===== src/design/ntpc_pkg.sv =====
`default_nettype none
package ntpc_pkg;

    localparam int unsigned TS_W      = 32;
    localparam int unsigned OFFSET_W  = 17;
    localparam int unsigned DAY_W     = 16;
    localparam int unsigned YO_W      = 8;
    localparam int unsigned DOY_W     = 9;
    localparam int unsigned LEAPS_W   = 6;
    localparam int unsigned DIVISOR_W = 17;
    localparam int unsigned PHASE_W   = 2;

    localparam logic [TS_W-1:0] SECS_1900_TO_1970 = 32'd2208988800;
    localparam logic [DIVISOR_W-1:0] SECS_PER_DAY  = 17'd86400;
    localparam logic [DIVISOR_W-1:0] SECS_PER_HOUR = 17'd3600;
    localparam logic [DIVISOR_W-1:0] SECS_PER_MIN  = 17'd60;
    localparam logic [DIVISOR_W-1:0] DAYS_PER_WEEK = 17'd7;
    localparam logic [DIVISOR_W-1:0] DAYS_PER_YEAR = 17'd365;

    // floor(2^32 / divisor): the estimate lands on the quotient or one below it
    localparam logic [TS_W-1:0] RECIP_DAY  = TS_W'(64'd4294967296 / 64'd86400);
    localparam logic [TS_W-1:0] RECIP_HOUR = TS_W'(64'd4294967296 / 64'd3600);
    localparam logic [TS_W-1:0] RECIP_MIN  = TS_W'(64'd4294967296 / 64'd60);
    localparam logic [TS_W-1:0] RECIP_WEEK = TS_W'(64'd4294967296 / 64'd7);
    localparam logic [TS_W-1:0] RECIP_YEAR = TS_W'(64'd4294967296 / 64'd365);

    // Steps of one division on the shared multiplier
    localparam logic [PHASE_W-1:0] PH_EST  = 2'd0;
    localparam logic [PHASE_W-1:0] PH_BACK = 2'd1;
    localparam logic [PHASE_W-1:0] PH_FIX  = 2'd2;

    localparam logic [11:0] EPOCH_YEAR    = 12'd1970;
    localparam logic [11:0] SKIPPED_LEAP  = 12'd2100;
    localparam logic [DAY_W-1:0] EPOCH_WDAY = 16'd4;  // 1970-01-01 was a Thursday
    localparam int unsigned MONTH_LAST = 11;

    localparam logic [DOY_W-1:0] CUM_DAYS [2][13] = '{
        '{9'd0, 9'd31, 9'd59, 9'd90, 9'd120, 9'd151, 9'd181,
          9'd212, 9'd243, 9'd273, 9'd304, 9'd334, 9'd365},
        '{9'd0, 9'd31, 9'd60, 9'd91, 9'd121, 9'd152, 9'd182,
          9'd213, 9'd244, 9'd274, 9'd305, 9'd335, 9'd366}
    };

    typedef enum logic [3:0] {
        S_IDLE,
        S_DAY,
        S_HOUR,
        S_MIN,
        S_WDAY,
        S_YEAR,
        S_YCHK,
        S_DOY,
        S_MONTH
    } t_state;

    // Leap days from 1970 up to 1970 + yo. Over years 1969..2105 the century
    // terms collapse to a constant, minus one once 2100 is passed.
    function automatic logic [LEAPS_W-1:0] leaps_before(input logic [YO_W-1:0] yo);
        logic [11:0] r;
        logic [11:0] q;
        r = 12'(yo) + 12'd1969;
        q = (r >> 2) - 12'd492 - ((yo >= 8'd131) ? 12'd1 : 12'd0);
        return q[LEAPS_W-1:0];
    endfunction

endpackage
`default_nettype wire


===== src/design/ntp_seconds_to_calendar_top.sv =====
`default_nettype none
// Channel  | Direction | Handshake                  | Payload
// ---------+-----------+----------------------------+---------------------------------
// in       | input     | i_in_valid / o_in_ready    | i_timestamp, i_use_local
// out      | output    | o_out_valid / i_out_ready  | o_year .. o_weekday
// cfg      | input     | i_cfg_valid / o_cfg_ready  | i_cfg_data (time offset, signed)
//
// An item is accepted, then passes the shared multiplier for days, hours,
// minutes, weekday and years, three steps each: reciprocal estimate, back-multiply,
// correction; then year check, day of year and month. The result sits in an
// output register, so the next item may start while it waits; the month step
// holds while that register is still full.
// Reset is synchronous, active low; it clears the offset to zero.
module ntp_seconds_to_calendar_top
    import ntpc_pkg::*;
(
    input  wire logic                i_clk,
    input  wire logic                i_rst_n,
    input  wire logic                i_cfg_valid,
    output logic                     o_cfg_ready,
    input  wire logic [OFFSET_W-1:0] i_cfg_data,
    input  wire logic                i_in_valid,
    output logic                     o_in_ready,
    input  wire logic [TS_W-1:0]     i_timestamp,
    input  wire logic                i_use_local,
    output logic                     o_out_valid,
    input  wire logic                i_out_ready,
    output logic [11:0]              o_year,
    output logic [3:0]               o_month,
    output logic [4:0]               o_day_of_month,
    output logic [4:0]               o_hour,
    output logic [5:0]               o_minute,
    output logic [5:0]               o_second,
    output logic [2:0]               o_weekday
);

    t_state r_state, n_state;
    logic [OFFSET_W-1:0] r_offset;
    logic [TS_W-1:0]     r_rem, n_rem;
    logic [DAY_W-1:0]    r_quo, n_quo;
    logic [PHASE_W-1:0]  r_phase, n_phase;
    logic [DAY_W-1:0]    r_day, n_day;
    logic [4:0]          r_hour, n_hour;
    logic [5:0]          r_min, n_min;
    logic [5:0]          r_sec, n_sec;
    logic [2:0]          r_wday, n_wday;
    logic [YO_W-1:0]     r_yo, n_yo;
    logic [DOY_W-1:0]    r_doy, n_doy;
    logic                r_leap, n_leap;
    logic                r_out_valid, n_out_valid;
    logic [11:0]         r_o_year, n_o_year;
    logic [3:0]          r_o_month, n_o_month;
    logic [4:0]          r_o_dom, n_o_dom;
    logic [4:0]          r_o_hour, n_o_hour;
    logic [5:0]          r_o_min, n_o_min;
    logic [5:0]          r_o_sec, n_o_sec;
    logic [2:0]          r_o_wday, n_o_wday;

    logic [DIVISOR_W-1:0] w_divisor;
    logic [TS_W-1:0]      w_recip;
    logic [TS_W-1:0]      w_mul_a;
    logic [TS_W-1:0]      w_mul_b;
    logic [2*TS_W-1:0]    w_prod;
    logic [DAY_W-1:0]     w_quo_est;
    logic [TS_W-1:0]      w_rem_back;
    logic                 w_fix;
    logic [DAY_W-1:0]     w_quo_fin;
    logic [TS_W-1:0]      w_rem_fin;
    logic [TS_W-1:0]      w_t;
    logic [DAY_W-1:0]     w_start;
    logic [11:0]          w_year;
    logic [3:0]           w_mcnt;

    assign o_cfg_ready    = 1'b1;
    assign o_in_ready     = (r_state == S_IDLE);
    assign o_out_valid    = r_out_valid;
    assign o_year         = r_o_year;
    assign o_month        = r_o_month;
    assign o_day_of_month = r_o_dom;
    assign o_hour         = r_o_hour;
    assign o_minute       = r_o_min;
    assign o_second       = r_o_sec;
    assign o_weekday      = r_o_wday;

    // Shared multiplier: estimate the quotient by reciprocal, multiply it back,
    // then correct once if the remainder is still a divisor or more
    always_comb begin
        case (r_state)
            S_DAY: begin
                w_divisor = SECS_PER_DAY;
                w_recip   = RECIP_DAY;
            end
            S_HOUR: begin
                w_divisor = SECS_PER_HOUR;
                w_recip   = RECIP_HOUR;
            end
            S_MIN: begin
                w_divisor = SECS_PER_MIN;
                w_recip   = RECIP_MIN;
            end
            S_WDAY: begin
                w_divisor = DAYS_PER_WEEK;
                w_recip   = RECIP_WEEK;
            end
            S_YEAR: begin
                w_divisor = DAYS_PER_YEAR;
                w_recip   = RECIP_YEAR;
            end
            default: begin
                w_divisor = SECS_PER_DAY;
                w_recip   = RECIP_DAY;
            end
        endcase
        if (r_phase == PH_EST) begin
            w_mul_a = r_rem;
            w_mul_b = w_recip;
        end else begin
            w_mul_a = TS_W'(r_quo);
            w_mul_b = TS_W'(w_divisor);
        end
        w_prod     = (2*TS_W)'(w_mul_a) * (2*TS_W)'(w_mul_b);
        w_quo_est  = w_prod[TS_W +: DAY_W];
        w_rem_back = r_rem - w_prod[TS_W-1:0];
        w_fix      = (r_rem >= TS_W'(w_divisor));
        w_quo_fin  = r_quo + DAY_W'(w_fix);
        w_rem_fin  = w_fix ? (r_rem - TS_W'(w_divisor)) : r_rem;
    end

    always_comb begin
        w_t = i_timestamp;
        if (i_use_local) begin
            w_t = w_t + {{(TS_W-OFFSET_W){r_offset[OFFSET_W-1]}}, r_offset};
        end
        w_t = w_t - SECS_1900_TO_1970;
    end

    // Start day of year offset r_yo; one multiplier shared by check and day-of-year
    assign w_start = DAY_W'({8'b0, r_yo} * 16'd365) + DAY_W'(leaps_before(r_yo));
    assign w_year  = 12'(r_yo) + EPOCH_YEAR;

    always_comb begin
        w_mcnt = 4'd0;
        for (int m = 1; m <= MONTH_LAST; m++) begin
            if (r_doy >= CUM_DAYS[r_leap][m]) begin
                w_mcnt = w_mcnt + 4'd1;
            end
        end
    end

    always_comb begin
        n_state     = r_state;
        n_rem       = r_rem;
        n_quo       = r_quo;
        n_phase     = r_phase;
        n_day       = r_day;
        n_hour      = r_hour;
        n_min       = r_min;
        n_sec       = r_sec;
        n_wday      = r_wday;
        n_yo        = r_yo;
        n_doy       = r_doy;
        n_leap      = r_leap;
        n_out_valid = r_out_valid;
        n_o_year    = r_o_year;
        n_o_month   = r_o_month;
        n_o_dom     = r_o_dom;
        n_o_hour    = r_o_hour;
        n_o_min     = r_o_min;
        n_o_sec     = r_o_sec;
        n_o_wday    = r_o_wday;

        if (r_out_valid && i_out_ready) begin
            n_out_valid = 1'b0;
        end

        case (r_state)
            S_IDLE: begin
                if (i_in_valid) begin
                    n_rem   = w_t;
                    n_phase = PH_EST;
                    n_state = S_DAY;
                end
            end
            S_DAY, S_HOUR, S_MIN, S_WDAY, S_YEAR: begin
                case (r_phase)
                    PH_EST: begin
                        n_quo   = w_quo_est;
                        n_phase = PH_BACK;
                    end
                    PH_BACK: begin
                        n_rem   = w_rem_back;
                        n_phase = PH_FIX;
                    end
                    default: begin
                        n_phase = PH_EST;
                        case (r_state)
                            S_DAY: begin
                                n_day   = w_quo_fin;
                                n_rem   = w_rem_fin;
                                n_state = S_HOUR;
                            end
                            S_HOUR: begin
                                n_hour  = w_quo_fin[4:0];
                                n_rem   = w_rem_fin;
                                n_state = S_MIN;
                            end
                            S_MIN: begin
                                n_min   = w_quo_fin[5:0];
                                n_sec   = w_rem_fin[5:0];
                                n_rem   = TS_W'(r_day + EPOCH_WDAY);
                                n_state = S_WDAY;
                            end
                            S_WDAY: begin
                                n_wday  = w_rem_fin[2:0];
                                n_rem   = TS_W'(r_day);
                                n_state = S_YEAR;
                            end
                            default: begin
                                n_yo    = w_quo_fin[YO_W-1:0];
                                n_state = S_YCHK;
                            end
                        endcase
                    end
                endcase
            end
            S_YCHK: begin
                // Estimate overshoots by at most one year
                if (r_day < w_start) begin
                    n_yo = r_yo - 8'd1;
                end
                n_state = S_DOY;
            end
            S_DOY: begin
                n_doy   = DOY_W'(r_day - w_start);
                n_leap  = (w_year[1:0] == 2'b00) && (w_year != SKIPPED_LEAP);
                n_state = S_MONTH;
            end
            S_MONTH: begin
                // Hold until the output register is free
                if (!r_out_valid || i_out_ready) begin
                    n_out_valid = 1'b1;
                    n_o_year    = w_year;
                    n_o_month   = w_mcnt + 4'd1;
                    n_o_dom     = 5'(r_doy - CUM_DAYS[r_leap][w_mcnt] + 9'd1);
                    n_o_hour    = r_hour;
                    n_o_min     = r_min;
                    n_o_sec     = r_sec;
                    n_o_wday    = r_wday;
                    n_state     = S_IDLE;
                end
            end
            default: begin
                n_state = S_IDLE;
            end
        endcase
    end

    always_ff @(posedge i_clk) begin
        if (!i_rst_n) begin
            r_state     <= S_IDLE;
            r_out_valid <= 1'b0;
            r_offset    <= '0;
        end else begin
            r_state     <= n_state;
            r_out_valid <= n_out_valid;
            if (i_cfg_valid) begin
                r_offset <= i_cfg_data;
            end
        end
    end

    always_ff @(posedge i_clk) begin
        r_rem    <= n_rem;
        r_quo    <= n_quo;
        r_phase  <= n_phase;
        r_day    <= n_day;
        r_hour   <= n_hour;
        r_min    <= n_min;
        r_sec    <= n_sec;
        r_wday   <= n_wday;
        r_yo     <= n_yo;
        r_doy    <= n_doy;
        r_leap   <= n_leap;
        r_o_year <= n_o_year;
        r_o_month <= n_o_month;
        r_o_dom  <= n_o_dom;
        r_o_hour <= n_o_hour;
        r_o_min  <= n_o_min;
        r_o_sec  <= n_o_sec;
        r_o_wday <= n_o_wday;
    end

endmodule
`default_nettype wire

===== config.mk =====
export PLATFORM = sky130hd
export DESIGN_NAME = ntp_seconds_to_calendar_top
export DESIGN_NICKNAME = d
export VERILOG_FILES = /design/src/design/ntpc_pkg.sv /design/src/design/ntp_seconds_to_calendar_top.sv
export SDC_FILE = /design/constraint.sdc
export NUM_CORES = 2
export LEC_CHECK = 0
export BUFFER_PORTS_ARGS = -buffer_cell sky130_fd_sc_hd__buf_2
export CORE_ASPECT_RATIO = 0.9
export CORE_MARGIN = 3
export CORE_UTILIZATION = 52
export DETAILED_ROUTE_END_ITERATION = 16
export PLACE_DENSITY = 0.68
export SLEW_MARGIN = 20
export SYNTH_ARGS = -nofsm -noshare
export SYNTH_HDL_FRONTEND = slang
export SYNTH_SLANG_ARGS = --single-unit

===== constraint.sdc =====
create_clock -name i_clk -period 9.9 [get_ports i_clk]
set_input_delay 0.99 -clock i_clk [delete_from_list [all_inputs] [get_ports i_clk]]
set_output_delay 0.99 -clock i_clk [all_outputs]
set_load 0.1 [all_outputs]

==> results.json <==
{
  "netlist_area_um2": 40100,
  "worst_path_most_repeated_cell": "fa_1",
  "clkSinkCount": 167,
  "wl_per_cell_um": 22.5,
  "core_area_um2": 75500,
  "seq_area_um2": 4800,
  "crit_arrival_ps": 9810,
  "fp.dieArea_um2": 80400,
  "multi_input_area_um2": 31700,
  "synthArstFlopShare_pct": 0,
  "track_usage_pct": 33.4,
  "syn-num-nets": 5713,
  "cts_buffers": 17,
  "synthCells": 4564,
  "postRouteAntennaNets": 0,
  "status": "finished, final reports clean",
  "tritoncts": "yes",
  "worstMarginPinSlew_ps": 1030,
  "grt_pass1_wl_um": 204000,
  "dp_hpwl_um": 113000,
  "fillers": 6704,
  "design_area_um2": 45200,
  "port_buffers": 97,
  "grt-ovfl-total": 0,
  "dr.pass1.iters": 6,
  "h-tree-depth": 4,
  "antenna_found_initial": 2,
  "die_w_um": 299,
  "fin_crit_sh_pct": 97.0,
  "hold_buffers": 0,
  "vias_per_cell": 5.70,
  "cp-end-kind": "flop",
  "hp-class": "reg -> reg",
  "first_global_vias": 33987,
  "synth_warnings": 0,
  "period_needed_ps": 9610,
  "syn2layout_area_growth_pct": 12.8,
  "dp.cells": 5848,
  "synth_top_cell_area_share_pct": 33.4,
  "cp-start-kind": "flop",
  "syn_avg_cell_area_um2": 8.78,
  "initial_core_util_pct": 53.1,
  "nets": 6014,
  "finalSetupViolCount": 0,
  "crit_fanout": 12,
  "worst_clock_skew_ps": 12.4,
  "synth_edf_count": 145,
  "max_freq_ghz": 0.104,
  "vias": 33628,
  "drive_above_1_share_pct": 12.9,
  "clockBufferDepth": 2,
  "wl_um": 133000,
  "yosys.area.top_type": "fa_1",
  "die_y_um": 269,
  "drtIter0Drc": 3451,
  "clock_latency_ps": 470,
  "max_stage_delay_ps": 640,
  "cp_slowest_cell": "fa_2",
  "drv_slew": 0,
  "drv_cap": 0,
  "io_pins": 99,
  "worstSetupPathType": "reg -> reg",
  "synth.area.top_cells": "fa_1 (33%), ha_1 (13%), edfxtp_1 (11%)",
  "cts_root_buf": "clkbuf_16",
  "routabilityCongestion": 1.04,
  "yosys.cell_types.count": 84,
  "rows": 95,
  "drc_errors": 0,
  "placed_area_um2": 43900,
  "whs_path_depth": 0,
  "seq_area_frac_synth_pct": 12.0,
  "hold_violations": 0,
  "grt_max_degree": 53,
  "final_cells": 5898,
  "ys_ff_latch": 167,
  "r2r_cells": 40,
  "synthFlopType": "edfxtp_1",
  "required_ps": 10100,
  "clk_pin_slew_worst_paths_ps": 80,
  "slew-limit-headroom_pct": 30.2
}
[area by class of cell]
| type | count | area share [%] |
|---|---|---|
| Clock buffer | 17 | 0.941 |
| Timing Repair Buffer | 449 | 7.23 |
| Sequential cell | 167 | 10.6 |
| Tap cell | 1018 | 2.82 |
| Multi-Input combinational cell | 3299 | 70.1 |
| Antenna cell | 2 | 0.0111 |
| Inverter | 931 | 7.76 |
| Clock inverter | 15 | 0.473 |
[cell usage after synthesis, types with 7 or more instances]
| library cell | instances |
|---|---|
| inv_1 | 926 |
| fa_1 | 668 |
| nand2_1 | 459 |
| ha_1 | 426 |
| nor2_1 | 408 |
| a21oi_1 | 210 |
| xnor2_1 | 166 |
| clkbuf_1 | 154 |
| edfxtp_1 | 145 |
| o21ai_0 | 136 |
| a21o_1 | 77 |
| nand3_1 | 75 |
| xor2_1 | 67 |
| nor2b_1 | 56 |
| and2_1 | 50 |
| and3_1 | 47 |
| nor3_1 | 40 |
| mux2i_1 | 31 |
| nand2b_1 | 31 |
| a211oi_1 | 26 |
| o21bai_1 | 26 |
| a31oi_1 | 22 |
| dfxtp_1 | 22 |
| o21a_1 | 21 |
| o211ai_1 | 19 |
| a21boi_0 | 17 |
| nand4_1 | 16 |
| or2_2 | 15 |
| a221oi_1 | 12 |
| o31ai_1 | 12 |
| or3_1 | 12 |
| a22oi_1 | 9 |
| a311oi_1 | 9 |
| buf_1 | 8 |
| nand3b_1 | 8 |
| nor4_1 | 8 |
| a211o_1 | 7 |
| mux2_2 | 7 |
| o21ai_1 | 7 |
| o22ai_1 | 7 |
[per-stage QoR]
step | hold WS (ps) | utilization, % | worst slack [ps] | TNS (ps)
finish | 422 | 59.9 | 292 | 0
global route | 424 | 59.9 | -46.5 | -192
CTS | 422 | 59.1 | 4.89 | 0
detailed placement | 405 | 58.2 | -70.1 | -95.9
global placement | 403 | 58.2 | 99.0 | 0
floorplan | 400 | - | 29.1 | 0
[state kept, by name (all words and copies together), names as in the netlist, 6 cells and up]
name	count
o_minute	6
o_second	6
o_year	12
r_day	16
r_doy	9
r_min	6
r_offset	17
r_quo	16
r_rem	32
r_sec	6
r_yo	8
[cell families (layout without fill, tap and decap cells)]
group / Yosys count / in the layout / synth area share, %
other cells: 1 / 3 / 0.00936
flops: 167 / 167 / 12.0
xor+xnor: 237 / 237 / 5.29
compound gates: 670 / 670 / 10.6
simple gates: 1259 / 1259 / 14.1
fa+ha+maj: 1094 / 1094 / 46.7
mux: 38 / 38 / 0.971
buf+inv: 1098 / 1412 / 10.3
[metal layers]
| layer | routed length [um] | vias up | global-route usage (%) |
|---|---|---|---|
| met1 | 55100 | 16412 | 47.4 |
| met2 | 56600 | 1767 | 49.6 |
| met3 | 14400 | 334 | 7.34 |
| met5 | 15 | - | 0 |
| met4 | 6670 | 2 | 13.6 |
| li1 | - | 15113 | - |
[worst max-delay path, delay by kind of cell (launching register included)]
family,cells,cell delay (ps)
adder cells (fa/ha/maj),10,4680
AO/OA/AOI/OAI,13,2140
buffers and inverters,8,1050
AND/OR/NAND/NOR,7,740
flip-flops,1,390
XOR/XNOR,2,300
[what timing repair did]
action,in CTS,in global routing
pin swaps,0,55
endpoints found under the hold margin,0,0
buffers inserted,0,16
endpoints found under the setup margin,4,16
resized for setup,5,118
[path summary, 6_finish.rpt]
check,from,endpoint,slack [ps]
setup / recovery,r_state[2]$_SDFFE_PN0P_,r_rem[31]$_DFFE_PP_,290
hold / removal,r_min[3]$_DFFE_PP_,o_minute[3]$_DFFE_PP_,420
setup reg to reg,r_state[2]$_SDFFE_PN0P_,r_rem[31]$_DFFE_PP_,290
hold reg to reg,r_min[3]$_DFFE_PP_,o_minute[3]$_DFFE_PP_,420
[layout by cell type (no fill, tap or decap), types with 20 or more instances in the layout]
master    instances
inv_1           923
fa_1            664
nand2_1         454
ha_1            417
nor2_1          392
buf_4           336
a21oi_1         191
xnor2_1         162
edfxtp_1        145
o21ai_0         128
buf_2            97
a21o_1           77
nand3_1          73
xor2_1           67
nor2b_1          53
and3_1           46
and2_1           43
nor3_1           36
mux2i_1          31
nand2b_1         29
o21bai_1         26
a211oi_1         23
o21a_1           21
a31oi_1          20
Power is left out: the tool's default activity adds up to more than one toggle a clock period on the data nets, which glitch-free logic cannot reach.
